<file path="config.mk">
export PLATFORM = sky130hd
export DESIGN_NAME = stlb_ctrl
export DESIGN_NICKNAME = d
export VERILOG_FILES = /design/src/sv/stlb_pkg.sv /design/src/sv/stlb_ctrl.sv
export SDC_FILE = /design/constraint.sdc
export NUM_CORES = 1
export LEC_CHECK = 0
export ABC_CLOCK_PERIOD_IN_PS = 2550
export BUFFER_PORTS_ARGS = -buffer_cell sky130_fd_sc_hd__buf_2
export CAP_MARGIN = 15
export CORE_AREA = 2 2 39 41
export DETAILED_ROUTE_END_ITERATION = 10
export DIE_AREA = 0 0 41 43
export PLACE_DENSITY = 0.35
export SLEW_MARGIN = 20
export SYNTH_ARGS = -nofsm -noshare
export SYNTH_HDL_FRONTEND = slang
export SYNTH_SLANG_ARGS = --single-unit
</file>
<file path="constraint.sdc">
create_clock -name clock -period 2.55 [get_ports clock]
set_input_delay 0.765 -clock clock [delete_from_list [all_inputs] [get_ports clock]]
set_output_delay 0.765 -clock clock [all_outputs]
set_load 0.05 [all_outputs]
</file>
<file path="src/sv/stlb_pkg.sv">
package stlb_pkg;

   // field widths fixed by the item format
   localparam int VPN_W      = 20;
   localparam int PPN_W      = 20;
   localparam int SETBITS_W  = 3;
   localparam int WAYSUSED_W = 4;

   // configuration port
   localparam int CSR_IDX_W  = 2;
   localparam int CSR_DATA_W = 4;

   localparam logic [CSR_IDX_W-1:0] CSR_SET_BITS  = 2'd0;
   localparam logic [CSR_IDX_W-1:0] CSR_WAYS_USED = 2'd1;

   localparam logic OP_LOOKUP = 1'b0;
   localparam logic OP_FILL   = 1'b1;

   typedef enum logic [1:0] {
      ST_IDLE,
      ST_READ,
      ST_EVAL,
      ST_COMMIT
   } state_type;

   // controller to datapath
   typedef struct packed {
      logic accept;
      logic read;
      logic eval;
      logic commit;
   } cmd_type;

endpackage

</file>
<file path="src/sv/stlb_ctrl.sv">
module stlb_ctrl (
   input  logic               clock,
   input  logic               reset,
   input  logic               req_valid,
   output logic               req_stall,
   output logic               rsp_valid,
   input  logic               rsp_stall,
   output stlb_pkg::cmd_type  cmd
);

   stlb_pkg::state_type state_ff, state_in;
   logic                rsp_valid_ff, rsp_valid_in;

   always_ff @(posedge clock) begin
      if (reset) begin
         state_ff     <= stlb_pkg::ST_IDLE;
         rsp_valid_ff <= 1'b0;
      end else begin
         state_ff     <= state_in;
         rsp_valid_ff <= rsp_valid_in;
      end
   end

   always_comb begin
      state_in     = state_ff;
      cmd          = '0;
      rsp_valid_in = rsp_valid_ff && rsp_stall;
      unique case (state_ff)
         stlb_pkg::ST_IDLE: begin
            if (req_valid) begin
               cmd.accept = 1'b1;
               state_in   = stlb_pkg::ST_READ;
            end
         end
         stlb_pkg::ST_READ: begin
            cmd.read = 1'b1;
            state_in = stlb_pkg::ST_EVAL;
         end
         stlb_pkg::ST_EVAL: begin
            cmd.eval = 1'b1;
            state_in = stlb_pkg::ST_COMMIT;
         end
         stlb_pkg::ST_COMMIT: begin
            // wait until the output register is free
            if (!(rsp_valid_ff && rsp_stall)) begin
               cmd.commit   = 1'b1;
               rsp_valid_in = 1'b1;
               state_in     = stlb_pkg::ST_IDLE;
            end
         end
         default: begin
            state_in = stlb_pkg::ST_IDLE;
         end
      endcase
   end

   assign req_stall = (state_ff != stlb_pkg::ST_IDLE);
   assign rsp_valid = rsp_valid_ff;

   a_accept_starts_read: assert property (@(posedge clock) disable iff (reset)
      (req_valid && !req_stall) |=> (state_ff == stlb_pkg::ST_READ))
      else $error("accepted beat did not start a read");

   a_commit_loads_rsp: assert property (@(posedge clock) disable iff (reset)
      cmd.commit |=> rsp_valid_ff)
      else $error("commit did not present a result");

   a_no_rsp_overwrite: assert property (@(posedge clock) disable iff (reset)
      cmd.commit |-> !(rsp_valid_ff && rsp_stall))
      else $error("result overwritten while stalled");

endmodule

</file>
Word-level counts from Yosys, hierarchy flattened
Index checks and enable logic that the tools add are counted.
Widths: inputs -> output; s select.
{"block": "totals", "reg_bits": 3, "input_bits": 4, "output_inout_bits": 6}
{"block": "classes", "eq_ne": 5, "n_mux": 10, "reduce_logical": 4}
{"operator": "$pmux 2 s4", "n": 1}
{"operator": "$mux 1", "n": 7}
{"operator": "$eq 2x2->1 const B", "n": 2}
{"operator": "$mux 2", "n": 2}
{"operator": "$ne 2x2->1 const B", "n": 2}
{"operator": "$eq 2x1->1 const B", "n": 1}
{"operator": "$logic_not 2->1", "n": 1}
{"operator": "$reduce_and 2->1", "n": 1}
{"operator": "$reduce_bool 2->1", "n": 1}
{"operator": "$logic_and 1x1->1", "n": 1}

Logic depth before layout (Yosys ltp)
Gate-level depths: netlist of the first run.
{"block": "depth", "depth_word": 3, "ltp_mapped": 5, "depth_no_buf": 5}

Worst setup path before layout of the first run
Ideal clock, no wire load.
{"block": "synth_timing", "kind": "input -> output", "startpoint": "in rsp_stall", "endpoint": "out cmd[0] (netlist name)", "t_arrival_ns": 1.881, "path_slack_ns": -0.096, "stages": 1, "cell_sequence": "a21boi_0"}
{"block": "synth_via", "elab_chain_len": 3}
{"element": "start: declaration", "line": "stlb_ctrl.sv:7", "text": "input logic rsp_stall,"}
{"element": "$logic_and 1x1->1", "line": "stlb_ctrl.sv:45", "text": "if (!(rsp_valid_ff && rsp_stall)) begin"}
{"element": "$mux 1", "line": "stlb_ctrl.sv:45"}
{"element": "$mux 1", "line": "stlb_ctrl.sv:28", "text": "unique case (state_ff)"}
{"element": "end: declaration", "line": "stlb_ctrl.sv:8", "text": "output stlb_pkg::cmd_type cmd"}
No other way between the ends.

==> reports/results.ini, run 1 <==
[outcome]
status = complete, no violations

[cells_and_area]
n_antenna_cell = 0
layout-drive-gt1-share = 0.3611
nets = 46
stdcell_count = 52
area_growth_pct = 42.20
fillerInstances = 150

[clock_network]
insertion_delay_ns = 0.23
clockRootBuffer = clkbuf_4
post_cts_buffers = 0
cts_tree = built
clockBufferDepth = 2
clk_pin_slew_ns = 0.03
cts_hold_buf = 0
htreeDepth = 1
clkSinkCount = 3
post_cts_resized = 0
cts_buffers = 3

[grt]
grt_use_total = 0.06520
grt_overflow = 0
grt_pass1_wl_um = 696
grt_pass1_vias = 189
grt_max_degree = 6
antenna_found_initial = 0

[critical_path]
r2r-start = state_ff[0]
critPathKind = flip-flop to primary output
crit_required_ns = 1.79
rr_endpoint = state_ff[1]
crit_fanout = 4
worstRegToRegCells = 5
reg2reg_setup_slack_ns = 1.37
cp.arrival_ns = 1.31
crit_path_start_kind = flip-flop
end_kind = primary output

[drt]
first_pass_iters = 4
dr.max_layer_used = met3
via_per_inst = 3.692
num_vias = 192
final_antenna_net_count = 0
totalWireLength_um = 389
wl_met1_um = 126
drt_iter0_markers = 2
drc = 0
wl_met3_um = 39
route.met2.wl_um = 223
avgRoutedWirePerCell_um = 7.481

[synthesis]
syn_area_um2 = 216.5
yosys_warnings = 0
netlist_instances = 23
yosysSeqAreaShare = 0.2775
ys_ff_latch = 3
synthesis.nets = 32
synth_cell_types = 12
synth_area_per_cell_um2 = 9.411

[min_path]
holdPathStages = 2
hold_path_class = flip-flop to flip-flop
min-delay-start = state_ff[1]
holdPathEnd = state_ff[1]

[placed_design]
routabilityCongestion = 0.7342
port_buffers = 9
placed_cells = 48

[floorplan]
design.core.area_um2 = 1384
dieArea_um2 = 1763
pin_count = 10
initial_core_util = 0.1564
rows = 14
die_w_um = 41
fp.dieH_um = 43

[timing]
tightest_slew_ns = 0.2520
post-route-min-period_ns = 2.074
setup_tns_ns = 0
rsz0062_at_grt = no
slew_headroom = 0.8332
setup_viol = 0
fin_skew_ns = 0.002885
slew_viol_final = 0
fmax_mhz = 482.2
post-route-period-util = 0.8134
finalHoldViolCount = 0

[power]
p_leak_uw = 0.0001653
vdd_ir_drop_max_uv = 281.8
power.density_nw_per_um2 = 1240

[job]
drv_cap = 0

## placed cells by master, fill, tap and decap left out, drive strengths merged
cell type  Yosys  final
a21boi         1      1
nand2b         3      3
nor2           1      1
clkbuf         0      4
ha             5      5
buf            0      9
o21a           1      1
nand3          1      1
a21oi          1      1
inv            3      3
and2           1      1
mux2i          2      2
dfxtp          3      3
o21bai         1      1
## logic make-up (layout without fill, tap and decap cells)
| kind of cell | Yosys count | in the layout | synth area share |
|---|---|---|---|
| muxes | 2 | 2 | 0.09249 |
| DFF | 3 | 3 | 0.2775 |
| and+or+nand+nor | 6 | 6 | 0.1618 |
| adders and majority gates | 5 | 5 | 0.2890 |
| AOI/OAI and AO/OA | 4 | 4 | 0.1272 |
| buffers and inverters | 3 | 16 | 0.05202 |
## final cells by class
class / count / area [um2] / area share
Clock buffer: 4 / 26.28 / 0.08537
Inverter: 3 / 11.26 / 0.03659
Timing Repair Buffer: 9 / 45.04 / 0.1463
Tap cell: 16 / 20.02 / 0.06504
Multi-Input combinational cell: 17 / 145.1 / 0.4715
Sequential cell: 3 / 60.06 / 0.1951
## worst max path at each step
stage | slack, ns | from | end
after floorplan | 0.30 | rsp_stall | cmd[0]
after global placement | 0.53 | rsp_stall | cmd[0]
after detailed placement | 0.53 | rsp_stall | cmd[0]
after CTS | 0.46 | state_ff[0] | cmd[3]
after global routing | 0.37 | state_ff[0] | cmd[3]
final | 0.48 | state_ff[0] | cmd[3]
## critical path, cell delays in order (launching register included)
cell and delay, ns:
dfxtp_1 0.38, inv_1 0.10, ha_1 0.21, and2_2 0.18
buf_2 0.20
## layer usage
| metal | vias up | track usage |
|---|---|---|
| met5 | - | 0 |
| met4 | 0 | 0.04000 |
| met3 | 0 | 0.06283 |
| met2 | 6 | 0.1000 |
| met1 | 86 | 0.04808 |
| li1 | 100 | - |
## cell usage after synthesis, drive strengths merged
master	number	share of area
nand3	1	0.023
nor2	1	0.017
o21a	1	0.035
a21oi	1	0.023
dfxtp	3	0.28
and2	1	0.035
o21bai	1	0.035
ha	5	0.29
mux2i	2	0.092
nand2b	3	0.087
a21boi	1	0.035
inv	3	0.052
## stage by stage
stage	power (uW)	hold slack (ns)	cell area, um2	utilization	worst slack (ns)
floorplan	262.3	0.4807	216.5	-	0.2969
global placement	303.1	0.5202	281.5	0.2034	0.5349
detailed placement	303.7	0.5123	281.5	0.2034	0.5305
CTS	391.2	0.5170	307.8	0.2224	0.4558
global route	419.3	0.5390	307.8	0.2224	0.3727
finish	381.6	0.5167	307.8	0.2224	0.4760
## flip-flops by register name, indices dropped and copies added (netlist names)
register   flops
state_ff       2
rsp_valid      1
## power breakdown
group          internal, uW  total [uW]  leakage, uW  switching [uW]
sequential             61.3        76.1    0.0000247            14.7
combinational          60.8         223     0.000126             163
clock                  58.6        82.2    0.0000150            23.7
No activity file was read; power rests on OpenSTA's default activity.
==> run 2: changes to the inputs <==
--- a/config.mk
+++ b/config.mk
@@ -5,7 +5,7 @@
 export SDC_FILE = /design/constraint.sdc
 export NUM_CORES = 1
 export LEC_CHECK = 0
-export ABC_CLOCK_PERIOD_IN_PS = 2550
+export ABC_CLOCK_PERIOD_IN_PS = 2100
 export BUFFER_PORTS_ARGS = -buffer_cell sky130_fd_sc_hd__buf_2
 export CAP_MARGIN = 15
 export CORE_AREA = 2 2 39 41
==> constraint.sdc (replaced) <==
create_clock -name clock -period 2.1 [get_ports clock]
set_input_delay 0.63 -clock clock [delete_from_list [all_inputs] [get_ports clock]]
set_output_delay 0.63 -clock clock [all_outputs]
set_load 0.05 [all_outputs]
==> run 2 against run 1 <==
Against the previous run: final cell count unchanged; die area unchanged; non-clock buffer count unchanged; register-to-register slack got worse by 0.44 ns; final area unchanged; via count decreased by 5.7%; critical path depth unchanged; clock power increased by 18%; global-route usage decreased by 0.70 points; flip-flop and latch count unchanged; first-iteration DRC count increased by 100%; critical path type unchanged.
==> reports/results.ini, run 2 (synthesized netlist as in run 1, its figures left out) <==
[timing]
setup_viol = 0  ; unchanged
rsz0062_at_grt = no
worst_slack_ns = 0.1754  ; -0.3006 ns
setup_tns_ns = 0  ; unchanged
slew_headroom = 0.8344  ; +0.001240
post-route-period-util = 0.9165
post-route-min-period_ns = 1.925
slew_viol_final = 0  ; unchanged
finalHoldViolCount = 0  ; unchanged
fin_skew_ns = 0.0007568  ; -0.002128 ns
tightest_slew_ns = 0.2501  ; -0.001872 ns
fmax_mhz = 519.6

[grt]
grt_pass1_wl_um = 676  ; -2.9%
grt_use_total = 0.05817  ; -0.007021
grt_pass1_vias = 197  ; +4.2%
grt_max_degree = 6  ; unchanged
antenna_found_initial = 0  ; unchanged
grt_overflow = 0  ; unchanged

[outcome]
status = complete, no violations

[critical_path]
cp.arrival_ns = 1.29  ; -0.02 ns
end_kind = primary output
cp_top_family = flip-flops
crit_fanout = 4  ; unchanged
crit_required_ns = 1.47  ; -0.32 ns
crit_slowest_cell = dfxtp_1
critPathKind = flip-flop to primary output
path_buf_inv = 2  ; unchanged
slowest_delay_ns = 0.38  ; about the same
crit_path_start_kind = flip-flop
path_cells = inv_1 > ha_1 > and2_2 > buf_2

[clock_network]
clk_pin_slew_ns = 0.03  ; about the same
post_cts_buffers = 0  ; unchanged
htreeDepth = 1  ; unchanged
clockBufferDepth = 2  ; unchanged
cts_buffers = 3  ; unchanged
clkSinkCount = 3  ; unchanged
clockRootBuffer = clkbuf_4
cts_hold_buf = 0  ; unchanged
insertion_delay_ns = 0.23  ; about the same
cts_tree = built
post_cts_resized = 0  ; unchanged

[power]
p_leak_uw = 0.0001653  ; unchanged
vdd_ir_drop_max_uv = 244.0  ; -13%
power.density_nw_per_um2 = 1495  ; +21%

[floorplan]
pin_count = 10  ; unchanged
design.core.area_um2 = 1384  ; unchanged
die_w_um = 41  ; unchanged
dieArea_um2 = 1763  ; unchanged
initial_core_util = 0.1564  ; unchanged
rows = 14  ; unchanged
fp.dieH_um = 43  ; unchanged

[placed_design]
port_buffers = 9  ; unchanged
hpwl_um = 344.4
routabilityCongestion = 0.7188  ; -2.1%
pre_cts_ws_ns = 0.3452  ; -0.1853 ns
placed_cells = 48  ; unchanged

[job]
drv_cap = 0  ; unchanged

[cells_and_area]
nets = 46  ; unchanged
fin_util = 0.2224  ; unchanged
top_register = state_ff
layout-drive-gt1-share = 0.3611  ; unchanged
stdcell_count = 52  ; unchanged
final_cell_mix = buf_2 (9), ha_1 (5)
largest_register_ffs = 2  ; unchanged
area_growth_pct = 42.20  ; unchanged
n_antenna_cell = 0  ; unchanged
final_common_cell = buf_2
fillerInstances = 161  ; +7.3%

[drt]
totalWireLength_um = 393  ; +1.0%
first_pass_iters = 3  ; -1
num_vias = 181  ; -5.7%
avgRoutedWirePerCell_um = 7.558  ; +1.0%
drt_iter0_markers = 4  ; +2
via_per_inst = 3.481  ; -5.7%
drc = 0  ; unchanged
final_antenna_net_count = 0  ; unchanged

[min_path]
hold_path_class = flip-flop to flip-flop

-- run 2: cell counts in the layout (fill, tap and decap cells not counted) --
Identical to the previous run, type by type.
-- run 2: layout make-up --
| type | instances | area [um2] | share of cell area |
|---|---|---|---|
| inverters | 3 | 11.26 | 0.03659 |
| flip-flops and latches | 3 | 60.06 | 0.1951 |
| clock buffers | 4 | 26.28 | 0.08537 |
| repair buffers | 9 | 45.04 | 0.1463 |
| multi-input cells | 17 | 145.1 | 0.4715 |
| well taps | 16 | 20.02 | 0.06504 |
-- run 2: metal layers --
layer	up-vias	track usage	wire length (um)
li1	99	-	-
met1	78	0.06090	143
met2	4	0.08438	218
met3	0	0.01571	30
met4	0	0.06000	0
met5	-	0	0
-- run 2: power by group --
| part | internal (uW) | switching, uW | total [uW] |
|---|---|---|---|
| clock network | 70.9 | 26.0 | 96.9 |
| logic | 74.1 | 197 | 271 |
| registers | 74.5 | 17.3 | 91.8 |
| total | 220 | 240 | 460 |
-- run 2: stage by stage --
| stage | cell area, um2 | hold slack, ns | power, uW |
|---|---|---|---|
| 2_1_floorplan | 216.5 | 0.4807 | 318.5 |
| 3_3_place_gp | 281.5 | 0.5194 | 367.6 |
| 3_5_place_dp | 281.5 | 0.5097 | 369.4 |
| 4_1_cts | 307.8 | 0.5145 | 472.8 |
| 5_1_grt | 307.8 | 0.5409 | 499.0 |
| 6_report | 307.8 | 0.5094 | 460.0 |
-- run 2: worst reg2reg max path: stages, from the launching register on --
cell     delay (ns)
dfxtp_1        0.38
inv_1          0.10
ha_1           0.21
inv_1          0.07
o21a_1         0.15
mux2i_1        0.19
-- run 2: worst paths after layout --
path	start	end	slack (ns)	depth (start not counted)
max	state_ff[0]	cmd[3]	0.18	4
min	state_ff[1]	state_ff[1]	0.51	2
max reg2reg	state_ff[0]	state_ff[0]	0.93	5
min reg2reg	state_ff[1]	state_ff[1]	0.51	2
==> run 3: changes to the inputs <==
--- a/config.mk
+++ b/config.mk
@@ -5,13 +5,15 @@
 export SDC_FILE = /design/constraint.sdc
 export NUM_CORES = 1
 export LEC_CHECK = 0
+export ABC_AREA = 1
 export ABC_CLOCK_PERIOD_IN_PS = 2100
 export BUFFER_PORTS_ARGS = -buffer_cell sky130_fd_sc_hd__buf_2
 export CAP_MARGIN = 15
 export CORE_AREA = 2 2 39 41
 export DETAILED_ROUTE_END_ITERATION = 10
 export DIE_AREA = 0 0 41 43
-export PLACE_DENSITY = 0.35
+export MAX_ROUTING_LAYER = met4
+export PLACE_DENSITY = 0.36
 export SLEW_MARGIN = 20
 export SYNTH_ARGS = -nofsm -noshare
 export SYNTH_HDL_FRONTEND = slang
==> run 3 against run 2 <==
Against the previous run: core utilization grew 0.63 points; final cell count grew 15%; global-route usage shrank 0.17 points; sequential share of layout area shrank 0.54 points; first-iteration DRC count shrank 75%; synthesized cell count grew 35%; maximum frequency grew 3.0%; final area grew 2.8%; worst hold slack lost 0.0090 ns; highest routed layer unchanged.
==> reports/results.ini, run 3 <==
[cells_and_area]
multi_input_area_um2 = 135.1  ; -6.9%
area_growth_pct = 40.56
final_common_cell = buf_2
fillerInstances = 168  ; +4.3%
final_area_um2 = 316.6  ; +2.8%
largest_register_ffs = 2  ; unchanged
n_antenna_cell = 0  ; unchanged
final_cell_mix = buf_2 (9), inv_1 (8), ha_1 (5)
ff_latch_area_um2 = 60.06  ; unchanged
top_register = state_ff
nets = 54  ; +17%
layout-drive-gt1-share = 0.3182  ; -0.04293

[synthesis]
synthArstFlopShare = 0  ; unchanged
ys.flop_type = dfxtp_1
netlist_instances = 31  ; +35%
synth_top_area_frac = 0.2778  ; -0.01124
synthesis.nets = 40  ; +25%
netlist_top_cells_count = inv_1 (8), ha_1 (5), a21oi_1 (4), nand2_1 (4)
synth_cell_types = 9  ; -3
yosysTopAreaCell = ha_1
yosysMostFrequentCell = inv_1
synth_edf_count = 0  ; unchanged
synthTopCellsByArea = ha_1 (28%), dfxtp_1 (27%), inv_1 (13%)
yosys_warnings = 0  ; unchanged
syn_area_um2 = 225.2  ; +4.0%
yosysSeqAreaShare = 0.2667  ; -0.01079
ys_ff_latch = 3  ; unchanged
synth_area_per_cell_um2 = 7.265  ; -23%

[critical_path]
reg2reg_setup_slack_ns = 1.01  ; +0.08 ns
crit_path_start_kind = flip-flop
r2r-start = state_ff[0]
cp.arrival_ns = 1.24  ; -0.05 ns
worstRegToRegCells = 6  ; +1
setup.worst_path.end = req_stall
path_cells = inv_1 > ha_1 > inv_1 > buf_2
critPathMostFrequentCell = inv_1
rr_endpoint = state_ff[0]
critPathKind = flip-flop to primary output
cp-startpoint = state_ff[0]
end_kind = primary output
crit_fanout = 4  ; unchanged
slowest_delay_ns = 0.37  ; about the same
crit_slowest_cell = dfxtp_1
crit_required_ns = 1.47  ; about the same

[drt]
totalWireLength_um = 367  ; -6.6%
first_pass_iters = 2  ; -1
final_antenna_net_count = 0  ; unchanged
drc = 0  ; unchanged
num_vias = 212  ; +17%
avgRoutedWirePerCell_um = 6.117  ; -19%
via_per_inst = 3.533  ; +1.5%
drt_iter0_markers = 1  ; -3

[outcome]
status = complete, no violations

[clock_network]
cts_tree = built
htreeDepth = 1  ; unchanged
clockRootBuffer = clkbuf_4
cts_buffers = 3  ; unchanged
clockBufferDepth = 2  ; unchanged
clkSinkCount = 3  ; unchanged
insertion_delay_ns = 0.23  ; about the same
clk_pin_slew_ns = 0.03  ; about the same
post_cts_resized = 0  ; unchanged
post_cts_buffers = 0  ; unchanged
cts_hold_buf = 0  ; unchanged

[min_path]
hold_path_class = flip-flop to flip-flop

[timing]
slew_headroom = 0.8355  ; +0.001053
finalHoldViolCount = 0  ; unchanged
worst_slack_ns = 0.2307  ; +0.05535 ns
post-route-min-period_ns = 1.869  ; -0.05535 ns
post-route-period-util = 0.8901  ; -0.02636
tightest_slew_ns = 0.2485  ; -0.001591 ns
fmax_mhz = 535.0  ; +3.0%
slew_viol_final = 0  ; unchanged
setup_tns_ns = 0  ; unchanged
rsz0062_at_grt = no
fin_skew_ns = 0.001777  ; +0.001020 ns
setup_viol = 0  ; unchanged

[floorplan]
initial_core_util = 0.1627  ; +0.006329
design.core.area_um2 = 1384  ; unchanged
fp.dieH_um = 43  ; unchanged
dieArea_um2 = 1763  ; unchanged
pin_count = 10  ; unchanged
rows = 14  ; unchanged
die_w_um = 41  ; unchanged

[grt]
grt_use_total = 0.05647  ; -0.001706
grt_overflow = 0  ; unchanged
antenna_found_initial = 0  ; unchanged
grt_max_degree = 5  ; -1
grt_pass1_wl_um = 572  ; -15%
grt_pass1_vias = 173  ; -12%

[job]
drv_cap = 0  ; unchanged

[placed_design]
dpl-instance-area_um2 = 290.3  ; +3.1%
port_buffers = 9  ; unchanged
routabilityCongestion = 0.5655  ; -21%
pre_cts_ws_ns = 0.3437  ; -0.001516 ns

[run 3: cell count changes in the layout (fill, tap and decap cells not counted), moves of 2 or more]
cell and change:
a21oi_1 +3, nand2_1 +4, nor2_1 +2, inv_1 +5
nand2b_1 -3, mux2i_1 -2
[run 3: layer usage]
layer / routed length, um / share of wire / GRT usage / vias to the layer above
met4: 0 / 0 / 0.06000 / 0
met5: 0 / 0 / - / -
met1: 154 / 0.42 / 0.04473 / 88
met2: 186 / 0.51 / 0.07188 / 4
met3: 26 / 0.071 / 0.04712 / 0
li1: - / - / - / 120
[run 3: cell type report]
class | count | share of cell area
sequential | 3 | 0.1897
inverter | 8 | 0.09486
clock buffer | 4 | 0.08300
multi-input combinational | 20 | 0.4269
timing repair buffer | 9 | 0.1423
tap | 16 | 0.06324
[run 3: worst min-delay path by stage]
stage / to / slack [ns] / cells past startpoint / from
6_report: rsp_valid / 0.50 / 2 / rsp_valid
3_5_place_dp: rsp_valid / 0.50 / 2 / rsp_valid
4_1_cts: rsp_valid / 0.50 / 2 / rsp_valid
2_1_floorplan: state_ff[1] / 0.50 / 2 / state_ff[1]
5_1_grt: rsp_valid / 0.56 / 2 / rsp_valid
3_3_place_gp: rsp_valid / 0.50 / 2 / rsp_valid
[run 3: kinds of logic after synthesis]
| logic type | Yosys count | synth area share |
|---|---|---|
| AOI/OAI and AO/OA | 4 | 0.08889 |
| adders and majority gates | 5 | 0.2778 |
| buffers and inverters | 8 | 0.1333 |
| DFF | 3 | 0.2667 |
| and+or+nand+nor | 11 | 0.2333 |
[run 3: worst max-delay path, delay by kind of cell, from the launching register on]
family                   cells  cell delay, ns
flip-flops                   1            0.37
adder cells (fa/ha/maj)      1            0.24
buffers and inverters        3            0.41
[run 3: metrics by stage]
stage	instances	util	hold WS [ns]
after floorplan	31	-	0.5025
after global placement	56	0.2098	0.4994
after detailed placement	56	0.2098	0.5001
after CTS	60	0.2288	0.5046
after global routing	60	0.2288	0.5580
final	60	0.2288	0.5003
Power of run 3 is not shown: default switching activity piles up to over one toggle a cycle in this logic, so the estimate is an artifact.
